`src/rtl/core/slis_pkg.sv`:
```
package slis_pkg;

   localparam int VALUE_W  = 32;
   localparam int FUNC_W   = 2;
   localparam int POS_W    = 7;
   localparam int INDEX_W  = 6;
   localparam int STATUS_W = 2;
   localparam int POS_CHK_W = 8;

   localparam logic [FUNC_W-1:0] FUNC_FRONT = 2'd0;
   localparam logic [FUNC_W-1:0] FUNC_REAR  = 2'd1;
   localparam logic [FUNC_W-1:0] FUNC_POS   = 2'd2;

   localparam logic [STATUS_W-1:0] STATUS_OK     = 2'd0;
   localparam logic [STATUS_W-1:0] STATUS_BADPOS = 2'd1;
   localparam logic [STATUS_W-1:0] STATUS_FULL   = 2'd2;

   typedef enum logic {
      ST_IDLE,
      ST_EMIT
   } slis_state_type;

   // Commands broadcast from the controller to every cell of the chain.
   typedef struct packed {
      logic               ins;
      logic               rot;
      logic [VALUE_W-1:0] value;
   } slis_ctrl_type;

endpackage

```
`src/rtl/core/slis_cell.sv`:
```
module slis_cell
   import slis_pkg::*;
(
   input  logic               clock,
   input  slis_ctrl_type      ctrl,
   input  logic               valid,
   input  logic               left_valid,
   input  logic               left_take,
   input  logic [VALUE_W-1:0] left_val,
   input  logic               right_valid,
   input  logic [VALUE_W-1:0] right_val,
   input  logic [VALUE_W-1:0] head_val,
   output logic [VALUE_W-1:0] val,
   output logic               take
);

   logic [VALUE_W-1:0] val_ff;
   logic [VALUE_W-1:0] val_in;

   // A cell yields its place when it is empty or holds a strictly larger value,
   // so a new value lands after any equal values already held.
   assign take = !valid || ($signed(ctrl.value) < $signed(val_ff));
   assign val  = val_ff;

   always_comb begin
      val_in = val_ff;
      if (ctrl.ins) begin
         if (take && left_valid) begin
            val_in = left_take ? left_val : ctrl.value;
         end
      end else if (ctrl.rot) begin
         if (valid) begin
            val_in = right_valid ? right_val : head_val;
         end
      end
   end

   always_ff @(posedge clock) begin
      val_ff <= val_in;
   end

endmodule

```
`src/rtl/core/sorted_list_insert_unit.sv`:
```
// Sorted list insert unit.
// The block keeps up to CAPACITY signed 32-bit values in ascending order in a
// chain of cells. Each request transfer on the req_ channel asks to insert one
// value at the front, the rear or a given 1-based position; the value always
// lands at its sorted place, and the position only decides whether the request
// is valid. A full list or a bad position leaves the list unchanged.
// After every request the whole list is sent on the rsp_ channel, one element
// per transfer in ascending order, with rsp_tlast on the final one. An empty
// list gives a single transfer with the empty flag set and element zero.
// The insert itself happens in the cycle of the request transfer; the first
// response is offered in the next cycle. Each response transfer rotates the
// chain by one cell, so after count transfers the list is back in place.
// req_tready is high only while no response is pending, so a new request is
// taken only after the last response of the previous one has been sent.
// When the receiver holds rsp_tready low, the current response stays on the
// port and the chain does not move.
// Reset empties the list at once and returns the block to waiting for a
// request; no clearing pass is needed.
module sorted_list_insert_unit
   import slis_pkg::*;
#(
   parameter int CAPACITY = 16
) (
   input  logic        clock,
   input  logic        reset,
   input  logic        req_tvalid,
   output logic        req_tready,
   input  logic [39:0] req_tdata,  // value [31:0], position [38:32], zero fill
   input  logic [1:0]  req_tuser,  // func [1:0]
   output logic        rsp_tvalid,
   input  logic        rsp_tready,
   output logic [39:0] rsp_tdata,  // element [31:0], index [37:32], zero fill
   output logic        rsp_tlast,
   output logic [2:0]  rsp_tuser   // status [1:0], empty_res [2]
);

   localparam int CNT_W = $clog2(CAPACITY + 1);
   localparam int IDX_W = (CAPACITY > 1) ? $clog2(CAPACITY) : 1;

   slis_state_type       state_ff, state_in;
   logic [CNT_W-1:0]     count_ff, count_in;
   logic [IDX_W-1:0]     idx_ff, idx_in;
   logic [STATUS_W-1:0]  status_ff, status_in;

   slis_ctrl_type        ctrl;
   logic [FUNC_W-1:0]    req_func;
   logic [VALUE_W-1:0]   req_value;
   logic [POS_W-1:0]     req_pos;
   logic                 list_full;
   logic                 pos_bad;
   logic                 is_empty;
   logic                 is_last;

   logic [VALUE_W-1:0]   cell_val  [CAPACITY];
   logic                 cell_take [CAPACITY];
   logic                 cell_valid[CAPACITY];

   assign req_func  = req_tuser;
   assign req_value = req_tdata[VALUE_W-1:0];
   assign req_pos   = req_tdata[VALUE_W+POS_W-1:VALUE_W];

   assign list_full = (count_ff == CNT_W'(CAPACITY));
   assign pos_bad   = (req_pos == '0) ||
                      (POS_CHK_W'(req_pos) > (POS_CHK_W'(count_ff) + POS_CHK_W'(1)));
   assign is_empty  = (count_ff == '0);
   assign is_last   = is_empty || (CNT_W'(idx_ff) == (count_ff - CNT_W'(1)));

   // Cells below the fill count hold the list; the rest are empty.
   genvar gi;
   generate
      for (gi = 0; gi < CAPACITY; gi++) begin : g_valid
         assign cell_valid[gi] = (CNT_W'(gi) < count_ff);
      end

      for (gi = 0; gi < CAPACITY; gi++) begin : g_cell
         logic               lv, lt, rv;
         logic [VALUE_W-1:0] lval, rval;
         if (gi == 0) begin : g_head
            assign lv   = 1'b1;
            assign lt   = 1'b0;
            assign lval = '0;
         end else begin : g_mid
            assign lv   = cell_valid[gi-1];
            assign lt   = cell_take[gi-1];
            assign lval = cell_val[gi-1];
         end
         if (gi == CAPACITY - 1) begin : g_tail
            assign rv   = 1'b0;
            assign rval = '0;
         end else begin : g_body
            assign rv   = cell_valid[gi+1];
            assign rval = cell_val[gi+1];
         end
         slis_cell u_cell (
            .clock       (clock),
            .ctrl        (ctrl),
            .valid       (cell_valid[gi]),
            .left_valid  (lv),
            .left_take   (lt),
            .left_val    (lval),
            .right_valid (rv),
            .right_val   (rval),
            .head_val    (cell_val[0]),
            .val         (cell_val[gi]),
            .take        (cell_take[gi])
         );
      end
   endgenerate

   always_comb begin
      state_in   = state_ff;
      count_in   = count_ff;
      idx_in     = idx_ff;
      status_in  = status_ff;
      ctrl.ins   = 1'b0;
      ctrl.rot   = 1'b0;
      ctrl.value = req_value;
      req_tready = 1'b0;
      rsp_tvalid = 1'b0;
      case (state_ff)
         ST_IDLE: begin
            req_tready = 1'b1;
            if (req_tvalid) begin
               if (req_func != FUNC_FRONT && req_func != FUNC_REAR &&
                   req_func != FUNC_POS) begin
                  status_in = STATUS_BADPOS;
               end else if (list_full) begin
                  status_in = STATUS_FULL;
               end else if (req_func == FUNC_POS && pos_bad) begin
                  status_in = STATUS_BADPOS;
               end else begin
                  status_in = STATUS_OK;
                  ctrl.ins  = 1'b1;
                  count_in  = count_ff + CNT_W'(1);
               end
               idx_in   = '0;
               state_in = ST_EMIT;
            end
         end
         ST_EMIT: begin
            rsp_tvalid = 1'b1;
            if (rsp_tready) begin
               // Rotating the chain brings the next element to the head cell.
               ctrl.rot = !is_empty;
               idx_in   = idx_ff + IDX_W'(1);
               if (is_last) begin
                  state_in = ST_IDLE;
               end
            end
         end
         default: begin
            state_in = ST_IDLE;
         end
      endcase
   end

   always_ff @(posedge clock) begin
      if (reset) begin
         state_ff <= ST_IDLE;
         count_ff <= '0;
         idx_ff   <= '0;
      end else begin
         state_ff <= state_in;
         count_ff <= count_in;
         idx_ff   <= idx_in;
      end
      status_ff <= status_in;
   end

   assign rsp_tdata = {2'b00, INDEX_W'(idx_ff), is_empty ? VALUE_W'(0) : cell_val[0]};
   assign rsp_tlast = is_last;
   assign rsp_tuser = {is_empty, status_ff};

endmodule
```
`config.mk`:
```
export PLATFORM = sky130hd
export DESIGN_NAME = sorted_list_insert_unit
export DESIGN_NICKNAME = d
export VERILOG_FILES = /design/src/rtl/core/slis_pkg.sv /design/src/rtl/core/slis_cell.sv /design/src/rtl/core/sorted_list_insert_unit.sv
export SDC_FILE = /design/constraint.sdc
export NUM_CORES = 2
export LEC_CHECK = 0
export BUFFER_PORTS_ARGS = -buffer_cell sky130_fd_sc_hd__buf_2
export CAP_MARGIN = 20
export CORE_UTILIZATION = 45
export DETAILED_ROUTE_END_ITERATION = 6
export GPL_TIMING_DRIVEN = 1
export SLEW_MARGIN = 20
export SYNTH_ARGS = -nofsm -noshare
export SYNTH_HDL_FRONTEND = slang
export SYNTH_SLANG_ARGS = --single-unit
```
`constraint.sdc`:
```
create_clock -name clock -period 14.6 [get_ports clock]
set_clock_uncertainty 0.1 [all_clocks]
set_input_delay 1.46 -clock clock [delete_from_list [all_inputs] [get_ports clock]]
set_output_delay 1.46 -clock clock [all_outputs]
set_load 0.005 [all_outputs]
```
==> key figures <==
Worst hold path
  – Hold Path Class: reg2reg

Global routing
  – Wire length of the first global-routing pass: 212300 um
  – Largest net degree at the start of global routing: 208
  – Vias in the first global route: 33770
  – Number of antenna violations at the first check in global routing: 3
  – Global-route total usage across every layer: 28.99%
  – GRT overflow: 0

Floorplanning
  – Effective utilization at floorplan: 45.51%
  – Die boundary height: 309.5 um
  – Width of the die: 309.5 um
  – Count of boundary I/O pins: 92
  – Core area: 93470 um2
  – Std cell rows: 112
  – Die Area: 95760 um2

STA
  – Worst max-slew margin expressed relative to the limit: 27.99%
  – Part of the cycle the worst path needs: 39.54%
  – Final min period: 5772 ps
  – PnR worst setup slack: 8828 ps
  – Setup repair after global routing missed its margin: false
  – Worst-margin pin slew: 1069 ps
  – Final number of hold-violating endpoints: 0
  – Fin Setup TNS: 0 ps
  – Maximum achievable frequency: 0.1732 GHz
  – Final Slew Violations: 0
  – Setup-violating endpoint count in the final report: 0

Drt
  – Vias per std cell: 6.248
  – Detail Route Antenna Nets: 0
  – Number of DRC markers in iteration 0: 4227
  – Detailed-router iteration count before antenna repair: 7
  – DRC violation count after routing: 0
  – Total Routed Length: 141900 um
  – Routed length per instance: 24.37 um
  – Routed vias: 36380

Clock tree
  – Clk Tree Root Cell: clkbuf_16
  – Clock tree from TritonCTS: built
  – Number of levels the H-tree was split into: 2
  – Inserted Clock Buffers: 60
  – Worst-case clock buffer depth: 3
  – Clock transition at path regs: 60 ps
  – CTS resizes: 0
  – Total of hold buffers inserted after clock tree synthesis: 0
  – Clock insertion delay at the later pin of the skew report: 670 ps
  – Number of sinks driven by the clock tree: 524
  – Post-CTS setup repair buffer count: 0

Final layout
  – Commonest cells after routing, fill and taps aside: inv_1 (523), edfxtp_1 (514), ha_1 (506)
  – Final std cells w/o fill: 5823
  – Summed area of non-filler cells in the final layout: 46200 um2
  – Fraction of the core area covered by cells at the end of the flow: 49.43%
  – Area taken by multi-input logic gates: 24020 um2
  – Fillers: 8741
  – Most common library cell in the layout ignoring fill and taps: inv_1
  – Fraction of layout instances using a drive strength above 1: 7.618%
  – Area taken by flip-flops and latches: 15640 um2
  – Area grow syn2layout: 8.613%
  – Final net count: 5068

Critical path
  – Largest driver fanout on the critical path: 66
  – Startpoint kind of the worst setup timing path: flip-flop
  – Critical path class: reg2reg
  – Max stage delay cell, worst path: buf_4
  – CP Data Arrival Time: 6080 ps
  – Buffering stage count on the worst path with inverters included: 2
  – Gate family responsible for the most delay along the worst path: compound AO/OA/AOI/OAI gates
  – CP required: 14900 ps
  – Crit path largest cell delay: 730 ps
  – Endpoint type of the worst setup path: flip-flop
  – Cell chain of the critical path: ha_1, nand3_1, xor2_1, ha_1, nand3_1, o21bai_1, a21oi_1, o22a_4, buf_4, buf_4, a21oi_4, a221o_1

Synth
  – Ranking of synthesized cells by area: edfxtp_1 (36%), ha_1 (15%), mux2i_1 (6.6%)
  – Post-Syn Area: 42540 um2
  – Distinct cell type count of the synthesized netlist: 74
  – Number of enable-type register cells in the synthesized netlist: 514
  – Yosys top cell by area: edfxtp_1
  – Mapped Avg Cell Area: 9.185 um2
  – Sequential share of the synthesized area: 36.76%
  – Area share of the largest cell type after synthesis: 36.29%
  – Mapped Cells: 4631
  – Number of warning messages in the yosys log: 0
  – Most used DFF post-synth: edfxtp_1
  – Number of synthesized register bits: 524
  – Post-synth ARST share: 0%

Job
  – Number of maximum-capacitance violations: 0

Placement
  – HPWL after detailed placement: 101800 um
  – Post-DP Area: 44270 um2
  – Routability cong.: 0.8884
  – Pre-CTS worst setup slack: 8520 ps
  – Quantity of I/O buffers inserted on ports: 86
  – Number of placed instances, taps included: 5705

Power
  – Static leakage: 19.50 nW
  – Power per Cell Area: 82.94 nW/um2
  – Largest voltage drop on the vdd net: 0.09315 mV

Status
  – Status: completed
layer usage:
layer / vias up / part of all wire [%] / GRT usage, %
li1: 17050 / - / -
met1: 17470 / 46 / 43.63
met2: 1676 / 42 / 42.72
met3: 181 / 8.5 / 4.358
met4: 4 / 2.7 / 8.047
met5: - / 0.022 / 0
sequential cells by signal, summed over array words and instances, names as in the netlist:
| signal | cells |
|---|---|
| idx_ff | 4 |
| count_ff | 5 |
| state_ff | 1 |
| status_ff | 2 |
| g_cell.u_cell.val | 512 |
cells by family (layout without fill, tap and decap cells):
kind of cell | Yosys count | count (layout) | synth area share, %
AOI/OAI and AO/OA | 1188 | 1188 | 19.26
other | 1 | 5 | 0.008816
muxes | 328 | 328 | 7.992
and+or+nand+nor | 1188 | 1188 | 12.67
DFF | 524 | 524 | 36.76
buffers and inverters | 877 | 811 | 8.033
xor gates and xnor gates | 19 | 19 | 0.3912
adders and majority gates | 506 | 506 | 14.88
metrics by stage:
| step | hold slack, ps | total power [mW] |
|---|---|---|
| finish | 478.3 | 3.832 |
| global route | 503.0 | 3.956 |
| CTS | 477.8 | 3.831 |
| detailed placement | 463.1 | 2.351 |
| global placement | 456.9 | 2.336 |
| floorplan | 447.5 | 2.140 |
synthesized netlist by cell type, drive strengths merged, types with 16 or more instances:
library cell	count
clkbuf	253
buf	101
o221ai	96
nand2	260
a221o	57
o21ai	156
nand3	130
a21oi	334
inv	523
nor2	414
mux2	48
a211oi	181
a21o	97
and4	16
nand2b	20
ha	506
mux2i	280
a31oi	32
nand4	78
edfxtp	514
nor3	213
a221oi	156
worst register-to-register path, cell delays in order, from the launching register on:
cell and delay (ps):
dfxtp_1 720, ha_1 330, nand3_1 150, xor2_1 180, ha_1 310, nand3_1 100
o21bai_1 170, a21oi_1 340, o22a_4 720, buf_4 710, buf_4 780, a21oi_4 490
a221o_1 430
final timing paths:
check | end | cells past startpoint | startpoint | slack (ps)
worst min-delay path | g_cell[14].u_cell.val[5]$_DFFE_PP_ | 1 | g_cell[13].u_cell.val[5]$_DFFE_PP_ | 480
worst max register to register | g_cell[1].u_cell.val[1]$_DFFE_PP_ | 12 | count_ff[1]$_SDFFE_PP0P_ | 8830
worst min register to register | g_cell[14].u_cell.val[5]$_DFFE_PP_ | 1 | g_cell[13].u_cell.val[5]$_DFFE_PP_ | 480
worst max-delay path | g_cell[1].u_cell.val[1]$_DFFE_PP_ | 12 | count_ff[1]$_SDFFE_PP0P_ | 8830
where the power goes:
part	switching [mW]	total, mW	internal, mW	leakage, nW
Clock	0.669	1.50	0.826	0.892
Combinational	0.388	0.610	0.221	13.9
Sequential	0.0390	1.73	1.69	4.71
layout make-up:
class                   instances  area share, %
flip-flops and latches        524          33.85
clock inverters                26         0.4441
multi-input cells            3233          51.99
inverters                     523          4.249
well taps                    1254          3.396
clock buffers                  88          3.545
diodes                          1       0.005416
repair buffers                174          2.519
(Power assumes the default switching activity.)
